[src/rtl/rc_channel_frame_decoder_core_assert.svh]
// Assertion macros shared by the frame decoder RTL.
// Each macro expects clk_i and rst_ni in the scope where it is used.
`ifndef RC_CHANNEL_FRAME_DECODER_CORE_ASSERT_SVH
`define RC_CHANNEL_FRAME_DECODER_CORE_ASSERT_SVH

// Combinational property, checked on every rising clock edge out of reset.
`define RCFD_ASSERT(lbl, prop, msg) \
  lbl: assert property (@(posedge clk_i) disable iff (!rst_ni) (prop)) else $error(msg);

// Next-cycle implication, checked out of reset.
`define RCFD_ASSERT_NEXT(lbl, ante, cons, msg) \
  lbl: assert property (@(posedge clk_i) disable iff (!rst_ni) (ante) |=> (cons)) \
    else $error(msg);

`endif

[src/rtl/rcfd_pkg.sv]
// Shared constants and types of the RC channel frame decoder.
// No dependencies; used by every module of the block.
package rcfd_pkg;

  localparam int FRAME_BYTES  = 32;
  localparam int ADDR_W       = $clog2(FRAME_BYTES);
  localparam int SUMMED_BYTES = 30;
  localparam int CHANNELS_DEF = 14;

  localparam logic [7:0]  HEADER_BYTE = 8'h20;
  localparam logic [15:0] CHECK_INIT  = 16'hFFFF;

  // write port of the frame memory
  typedef struct packed {
    logic              we;
    logic [ADDR_W-1:0] addr;
    logic [7:0]        data;
  } rcfd_wr_t;

endpackage

[src/rtl/rc_channel_frame_decoder_core.sv]
// Top level of the RC channel frame decoder: collector, frame memory, emitter.
// Depends on rcfd_pkg, rcfd_frame_ram, rcfd_collector and rcfd_emitter.
//
// Decodes 32-byte iBUS-style frames from a byte stream. Bytes are dropped until the
// header 0x20 arrives; that byte and the next 31 are written to a 32x8 frame memory
// while a running 16-bit checksum (0xFFFF minus the sum of bytes 0 to 29) is kept,
// so collection takes one byte per cycle. The checksum is compared with the
// little-endian word in bytes 30 and 31. On a match CHANNELS little-endian words
// from bytes 2 and up leave on the master side, tuser carrying the channel index
// and tlast marking the final channel; a bad frame produces no output. Emission
// reads the frame through the single read port of the memory, two reads and a
// capture per channel before the output handshake, and the input is held off
// while a good frame is being emitted. The memory needs no clearing after reset:
// every frame writes all entries before any is read.
module rc_channel_frame_decoder_core #(
  parameter int CHANNELS = rcfd_pkg::CHANNELS_DEF
) (
  input  logic        clk_i,
  input  logic        rst_ni,
  input  logic        s_axis_tvalid,
  output logic        s_axis_tready,
  input  logic [7:0]  s_axis_tdata,   // [7:0] rx_byte
  output logic        m_axis_tvalid,
  input  logic        m_axis_tready,
  output logic [15:0] m_axis_tdata,   // [15:0] channel_value
  output logic [3:0]  m_axis_tuser,   // [3:0] channel_index
  output logic        m_axis_tlast    // last_channel
);

  rcfd_pkg::rcfd_wr_t          wr;
  logic [rcfd_pkg::ADDR_W-1:0] rd_addr;
  logic [7:0]                  rd_data;
  logic                        frame_ok;
  logic                        emit_busy;

  // hold off input while a good frame is being emitted
  assign s_axis_tready = !emit_busy && !frame_ok;

  rcfd_collector u_collector (
    .clk_i        (clk_i),
    .rst_ni       (rst_ni),
    .byte_valid_i (s_axis_tvalid && s_axis_tready),
    .byte_i       (s_axis_tdata),
    .wr_o         (wr),
    .frame_ok_o   (frame_ok)
  );

  rcfd_frame_ram u_ram (
    .clk_i     (clk_i),
    .wr_i      (wr),
    .rd_addr_i (rd_addr),
    .rd_data_o (rd_data)
  );

  rcfd_emitter #(
    .CHANNELS (CHANNELS)
  ) u_emitter (
    .clk_i      (clk_i),
    .rst_ni     (rst_ni),
    .start_i    (frame_ok),
    .busy_o     (emit_busy),
    .rd_addr_o  (rd_addr),
    .rd_data_i  (rd_data),
    .m_tvalid_o (m_axis_tvalid),
    .m_tready_i (m_axis_tready),
    .m_tdata_o  (m_axis_tdata),
    .m_tuser_o  (m_axis_tuser),
    .m_tlast_o  (m_axis_tlast)
  );

endmodule

[src/rtl/rcfd_frame_ram.sv]
// Frame memory: one write port, one read port with registered read data.
// Depends on rcfd_pkg for depth and the write port struct.
module rcfd_frame_ram (
  input  logic                     clk_i,
  input  rcfd_pkg::rcfd_wr_t       wr_i,
  input  logic [rcfd_pkg::ADDR_W-1:0] rd_addr_i,
  output logic [7:0]               rd_data_o
);

  logic [7:0] mem_q [rcfd_pkg::FRAME_BYTES];
  logic [7:0] rd_data_q;

  always_ff @(posedge clk_i) begin
    if (wr_i.we) begin
      mem_q[wr_i.addr] <= wr_i.data;
    end
    rd_data_q <= mem_q[rd_addr_i];
  end

  assign rd_data_o = rd_data_q;

endmodule

[src/rtl/rcfd_collector.sv]
// Byte collector: header hunt, frame write into memory, running checksum.
// Depends on rcfd_pkg and the assertion macro header.
`include "rc_channel_frame_decoder_core_assert.svh"

module rcfd_collector (
  input  logic               clk_i,
  input  logic               rst_ni,
  input  logic               byte_valid_i,
  input  logic [7:0]         byte_i,
  output rcfd_pkg::rcfd_wr_t wr_o,
  output logic               frame_ok_o
);

  logic [rcfd_pkg::ADDR_W-1:0] pos_q, pos_d;
  logic [15:0]                 sum_q, sum_d;
  logic [7:0]                  lo_q, lo_d;
  logic                        frame_ok_q, frame_ok_d;
  logic                        take;

  // drop bytes while hunting unless they are the header
  assign take = byte_valid_i && ((pos_q != '0) || (byte_i == rcfd_pkg::HEADER_BYTE));

  always_comb begin
    pos_d      = pos_q;
    sum_d      = sum_q;
    lo_d       = lo_q;
    frame_ok_d = 1'b0;
    if (take) begin
      pos_d = pos_q + 1'b1;
      if (pos_q == '0) begin
        sum_d = rcfd_pkg::CHECK_INIT - {8'd0, byte_i};
      end else if (pos_q < rcfd_pkg::ADDR_W'(rcfd_pkg::SUMMED_BYTES)) begin
        sum_d = sum_q - {8'd0, byte_i};
      end
      if (pos_q == rcfd_pkg::ADDR_W'(rcfd_pkg::SUMMED_BYTES)) begin
        lo_d = byte_i;
      end
      if (pos_q == rcfd_pkg::ADDR_W'(rcfd_pkg::FRAME_BYTES - 1)) begin
        frame_ok_d = (sum_q == {byte_i, lo_q});
      end
    end
  end

  always_ff @(posedge clk_i or negedge rst_ni) begin
    if (!rst_ni) begin
      pos_q      <= '0;
      frame_ok_q <= 1'b0;
    end else begin
      pos_q      <= pos_d;
      frame_ok_q <= frame_ok_d;
    end
  end

  always_ff @(posedge clk_i) begin
    sum_q <= sum_d;
    lo_q  <= lo_d;
  end

  assign wr_o.we    = take;
  assign wr_o.addr  = pos_q;
  assign wr_o.data  = byte_i;
  assign frame_ok_o = frame_ok_q;

  `RCFD_ASSERT(a_ok_after_wrap, !frame_ok_q || (pos_q == '0), "frame done but position not reset")
  `RCFD_ASSERT_NEXT(a_hunt_holds,
    byte_valid_i && (pos_q == '0) && (byte_i != rcfd_pkg::HEADER_BYTE),
    pos_q == '0, "non-header byte left hunt state")

endmodule

[src/rtl/rcfd_emitter.sv]
// Channel emitter: reads the stored frame word by word and drives the output stream.
// Depends on rcfd_pkg and the assertion macro header.
`include "rc_channel_frame_decoder_core_assert.svh"

module rcfd_emitter #(
  parameter int CHANNELS = rcfd_pkg::CHANNELS_DEF
) (
  input  logic                        clk_i,
  input  logic                        rst_ni,
  input  logic                        start_i,
  output logic                        busy_o,
  output logic [rcfd_pkg::ADDR_W-1:0] rd_addr_o,
  input  logic [7:0]                  rd_data_i,
  output logic                        m_tvalid_o,
  input  logic                        m_tready_i,
  output logic [15:0]                 m_tdata_o,
  output logic [3:0]                  m_tuser_o,
  output logic                        m_tlast_o
);

  typedef enum logic [2:0] {
    S_IDLE,
    S_LO,
    S_HI,
    S_CAP,
    S_OUT
  } state_e;

  state_e      state_q;
  logic [3:0]  chan_q;
  logic [7:0]  lo_q;
  logic        valid_q;
  logic [15:0] data_q;
  logic [3:0]  user_q;
  logic        last_q;
  logic [rcfd_pkg::ADDR_W-1:0] lo_addr;

  // channel k sits at bytes 2+2k (low) and 3+2k (high)
  assign lo_addr   = rcfd_pkg::ADDR_W'({chan_q, 1'b0}) + rcfd_pkg::ADDR_W'(2);
  assign rd_addr_o = (state_q == S_HI) ? (lo_addr + 1'b1) : lo_addr;

  always_ff @(posedge clk_i or negedge rst_ni) begin
    if (!rst_ni) begin
      state_q <= S_IDLE;
      chan_q  <= '0;
      valid_q <= 1'b0;
    end else begin
      unique case (state_q)
        S_IDLE: begin
          chan_q <= '0;
          if (start_i) begin
            state_q <= S_LO;
          end
        end
        S_LO: state_q <= S_HI;
        S_HI: begin
          lo_q    <= rd_data_i;
          state_q <= S_CAP;
        end
        S_CAP: begin
          data_q  <= {rd_data_i, lo_q};
          user_q  <= chan_q;
          last_q  <= (chan_q == 4'(CHANNELS - 1));
          valid_q <= 1'b1;
          state_q <= S_OUT;
        end
        S_OUT: begin
          if (m_tready_i) begin
            valid_q <= 1'b0;
            if (last_q) begin
              state_q <= S_IDLE;
            end else begin
              chan_q  <= chan_q + 1'b1;
              state_q <= S_LO;
            end
          end
        end
        default: state_q <= S_IDLE;
      endcase
    end
  end

  assign busy_o     = (state_q != S_IDLE);
  assign m_tvalid_o = valid_q;
  assign m_tdata_o  = data_q;
  assign m_tuser_o  = user_q;
  assign m_tlast_o  = last_q;

  `RCFD_ASSERT(a_start_idle, !start_i || (state_q == S_IDLE), "frame start while emitting")
  `RCFD_ASSERT_NEXT(a_last_ends, valid_q && m_tready_i && last_q, state_q == S_IDLE,
    "emitter kept running after last channel")
  `RCFD_ASSERT(a_index_range, !valid_q || (user_q <= 4'(CHANNELS - 1)),
    "channel index out of range")

endmodule

[config.mk]
export PLATFORM = sky130hd
export DESIGN_NAME = rc_channel_frame_decoder_core
export DESIGN_NICKNAME = d
export VERILOG_FILES = /design/src/rtl/rcfd_pkg.sv /design/src/rtl/rc_channel_frame_decoder_core.sv /design/src/rtl/rcfd_frame_ram.sv /design/src/rtl/rcfd_collector.sv /design/src/rtl/rcfd_emitter.sv
export VERILOG_INCLUDE_DIRS = /design/src /design/src/rtl
export SDC_FILE = /design/constraint.sdc
export NUM_CORES = 1
export LEC_CHECK = 0
export BUFFER_PORTS_ARGS = -buffer_cell sky130_fd_sc_hd__clkbuf_2
export CAP_MARGIN = 20
export CORE_UTILIZATION = 45
export DETAILED_ROUTE_END_ITERATION = 10
export PLACE_DENSITY = 0.59
export SYNTH_ARGS = -nofsm -noshare
export SYNTH_HDL_FRONTEND = slang
export SYNTH_SLANG_ARGS = --single-unit
[constraint.sdc]
create_clock -name clk_i -period 7.9 [get_ports clk_i]
set_input_delay 0.395 -clock clk_i [delete_from_list [all_inputs] [get_ports clk_i]]
set_output_delay 0.395 -clock clk_i [all_outputs]
set_load 0.1 [all_outputs]
==> flow_metrics.tcl <==
set metrics [dict create \
    status "finished clean" \
    dr.max_layer_used "met5" \
    place.gp.congestion 0.800 \
    vdd_drop_max_v 0.000193 \
    synth_edf_count 309 \
    postLayoutSetupSlackWorst_ns 4.07 \
    final_antenna_net_count 0 \
    fin_crit_ns 3.83 \
    ys_warn_count 0 \
    async_reset_ff_share_pct 4.23 \
    synth.avg_cell_area_um2 19.4 \
    htreeDepth 2 \
    cellPowerDensity_mw_per_mm2 313 \
    final-setup-viol-count 0 \
    synth_area_mm2 0.0133 \
    drv_cap 0 \
    pin_count 35 \
    wl_per_cell_um 23.8 \
    required_ns 8.03 \
    synthTopCellsByArea "edfxtp_1, mux4_2, dfrtp_1" \
    cts_buffers 37 \
    start_util_pct 45.9 \
    min_path_type "in2reg" \
    grtUsageTotal_pct 19.0 \
    cts_sinks 331 \
    drt-initial-drc-count 550 \
    max_freq_mhz 261 \
    syn2layout_area_growth_pct 13.9 \
    yosys_most_used_dff "edfxtp_1" \
    slew_viol_final 0 \
    crit_arrival_ns 3.95 \
    die-height_um 174 \
    first_pass_iters 5 \
    clk_latency_ns 0.51 \
    final.period_utilization_pct 48.4 \
    skew_ns 0.0197 \
    core.rowCount 62 \
    first_global_vias 6719 \
    n_antenna_cell 0 \
    globalRouteOverflowTotal 0 \
    clk_pin_slew_ns 0.06 \
    drt-met1-wl_mm 11.8 \
    cts_resized 0 \
    die_w_um 174 \
    grt_first_pass_wirelength_mm 42.3 \
    grt_max_degree 72 \
    drc 0 \
    cp-start-kind "register" \
    yosysSeqAreaShare_pct 73.8 \
    synth.most_common_cell "edfxtp_1" \
    post-place-ws_ns 3.79 \
    ctsHoldBuffers 1 \
    synthCells 682 \
    synth_seq_cells 331 \
    dr_wl_met3_mm 1.43 \
    portBuffers 34 \
    syn_nets 710 \
    worst_pin_slew_ns 1.05 \
    post-cts-setup-buffers 0 \
    yosysUniqueCellTypes 48 \
    p_leak_nw 4.88 \
    via_per_inst 5.64 \
    yosys-top-cells-count "edfxtp_1, mux4_2, nor2_1, nand2_1, o21ai_0" \
    drt-total-wl_mm 27.4 \
    fp.dieArea_mm2 0.0302 \
    hold_slack_ns 0.195 \
    wl_met2_mm 13.6 \
    synth_largest_area_cell "edfxtp_1" \
    report.final.hold_viol_count 0 \
    rsz0062_at_grt "false" \
    worstSetupPathType "reg2reg" \
    via_count 6495 \
    cts_root_buf "clkbuf_16" \
    clk_path_buf_depth 3 \
    drive_above_1_share_pct 26.3 \
    tns_ns 0 \
    worstPathMaxFanout 11 \
    yosysTopAreaCellShare_pct 70.0 \
    cp-end-kind "register" \
    fin_nets 768 \
    slew_headroom_pct 29.8 \
    cts_tree "yes" \
    design.core.area_mm2 0.0289 \
    dp_hpwl_mm 17.4 \
    antenna_found_initial 1 \
]
## metrics by stage
stage | instance area [um^2] | power, mW | std cells | utilization (%)
6_report | 15100 | 4.72 | 1152 | 52.4
3_5_place_dp | 13800 | 3.08 | 1082 | 48.0
5_1_grt | 15100 | 4.92 | 1152 | 52.4
2_1_floorplan | 13300 | 2.84 | 682 | -
4_1_cts | 15100 | 4.76 | 1150 | 52.2
3_3_place_gp | 13800 | 3.05 | 1082 | 48.0
## cell type report
| class | instances | area, um^2 |
|---|---|---|
| fill | 2251 | 13700 |
| sequential | 331 | 9790 |
| multi-input combinational | 313 | 3300 |
| clock buffer | 45 | 1010 |
| tap | 384 | 480 |
| timing repair buffer | 44 | 275 |
| clock inverter | 22 | 200 |
| inverter | 13 | 48.8 |
## flip-flops by register name, indices dropped and copies added, names as in the netlist
name / cells
u_emitter.lo_q: 8
u_emitter.state_q: 3
u_emitter.m_tlast_o: 1
u_collector.lo_q: 8
u_collector.sum_q: 16
u_ram.rd_data_o: 8
u_emitter.chan_q: 4
u_emitter.m_tvalid_o: 1
u_ram.mem_q: 256
u_collector.pos_q: 5
u_collector.frame_ok_o: 1
u_emitter.m_tdata_o: 16
u_emitter.m_tuser_o: 4
## power breakdown
part	leakage (nW)	switching, mW	internal [mW]
registers	3.06	0.117	2.14
logic	1.23	0.471	0.318
clock network	0.590	0.668	1.01
## metal layers
layer	vias up	track usage (%)
li1	2876	-
met1	3375	26.3
met2	199	31.0
met3	43	3.49
met4	2	5.15
met5	-	0
## worst max-delay path: stages, from the launching register on
cell and delay (ns):
dfrtp_1 0.49, nor4_1 0.59, nand2_1 0.28, a21oi_1 0.70, nand2_1 0.54, nor2_1 0.83
## layout by cell type, fill, tap and decap left out, types with 6 or more instances in the layout
cell type | synthesis | final
a21oi_1 | 13 | 13
buf_4 | 6 | 7
clkbuf_16 | 0 | 39
clkbuf_2 | 0 | 34
clkinv_2 | 0 | 8
dfrtp_1 | 14 | 13
dfxtp_1 | 8 | 8
edfxtp_1 | 309 | 309
ha_1 | 15 | 15
inv_1 | 13 | 13
mux2_2 | 9 | 9
mux4_2 | 80 | 80
nand2_1 | 24 | 24
nand2b_1 | 6 | 6
nand3_1 | 12 | 12
nor2_1 | 47 | 46
nor3_1 | 6 | 6
o21ai_0 | 22 | 22
or3_1 | 8 | 8
xnor2_1 | 16 | 16
xor2_1 | 6 | 6
## kinds of logic (layout without fill, tap and decap cells)
family | after synthesis | in the layout | share of synthesized area [%]
fa+ha+maj | 16 | 16 | 1.57
flops | 331 | 331 | 73.8
mux | 91 | 91 | 14.5
xor+xnor | 23 | 23 | 1.58
buf+inv | 38 | 124 | 1.26
simple gates | 132 | 132 | 4.95
compound gates | 51 | 51 | 2.30
## path summary, 6_finish.rpt
kind / startpoint / end / slack (ns) / cells past startpoint
max in group asynchronous: rst_ni / u_emitter.chan_q[0]$_DFFE_PN0P_ / 7.12 / 2
worst max register to register: u_emitter.state_q[2]$_DFFE_PN0P_ / u_ram.mem_q[26][6]$_DFFE_PP_ / 4.07 / 5
worst min register to register: u_emitter.lo_q[7]$_DFFE_PP_ / u_emitter.m_tdata_o[7]$_DFFE_PP_ / 0.42 / 0
min in group asynchronous: rst_ni / u_collector.pos_q[2]$_DFFE_PN0P_ / 0.40 / 2
worst max-delay path: u_emitter.state_q[2]$_DFFE_PN0P_ / u_ram.mem_q[26][6]$_DFFE_PP_ / 4.07 / 5
worst min-delay path: m_axis_tready / u_emitter.state_q[2]$_DFFE_PN0P_ / 0.19 / 3
Note: power is estimated with default switching activity, not from simulation.
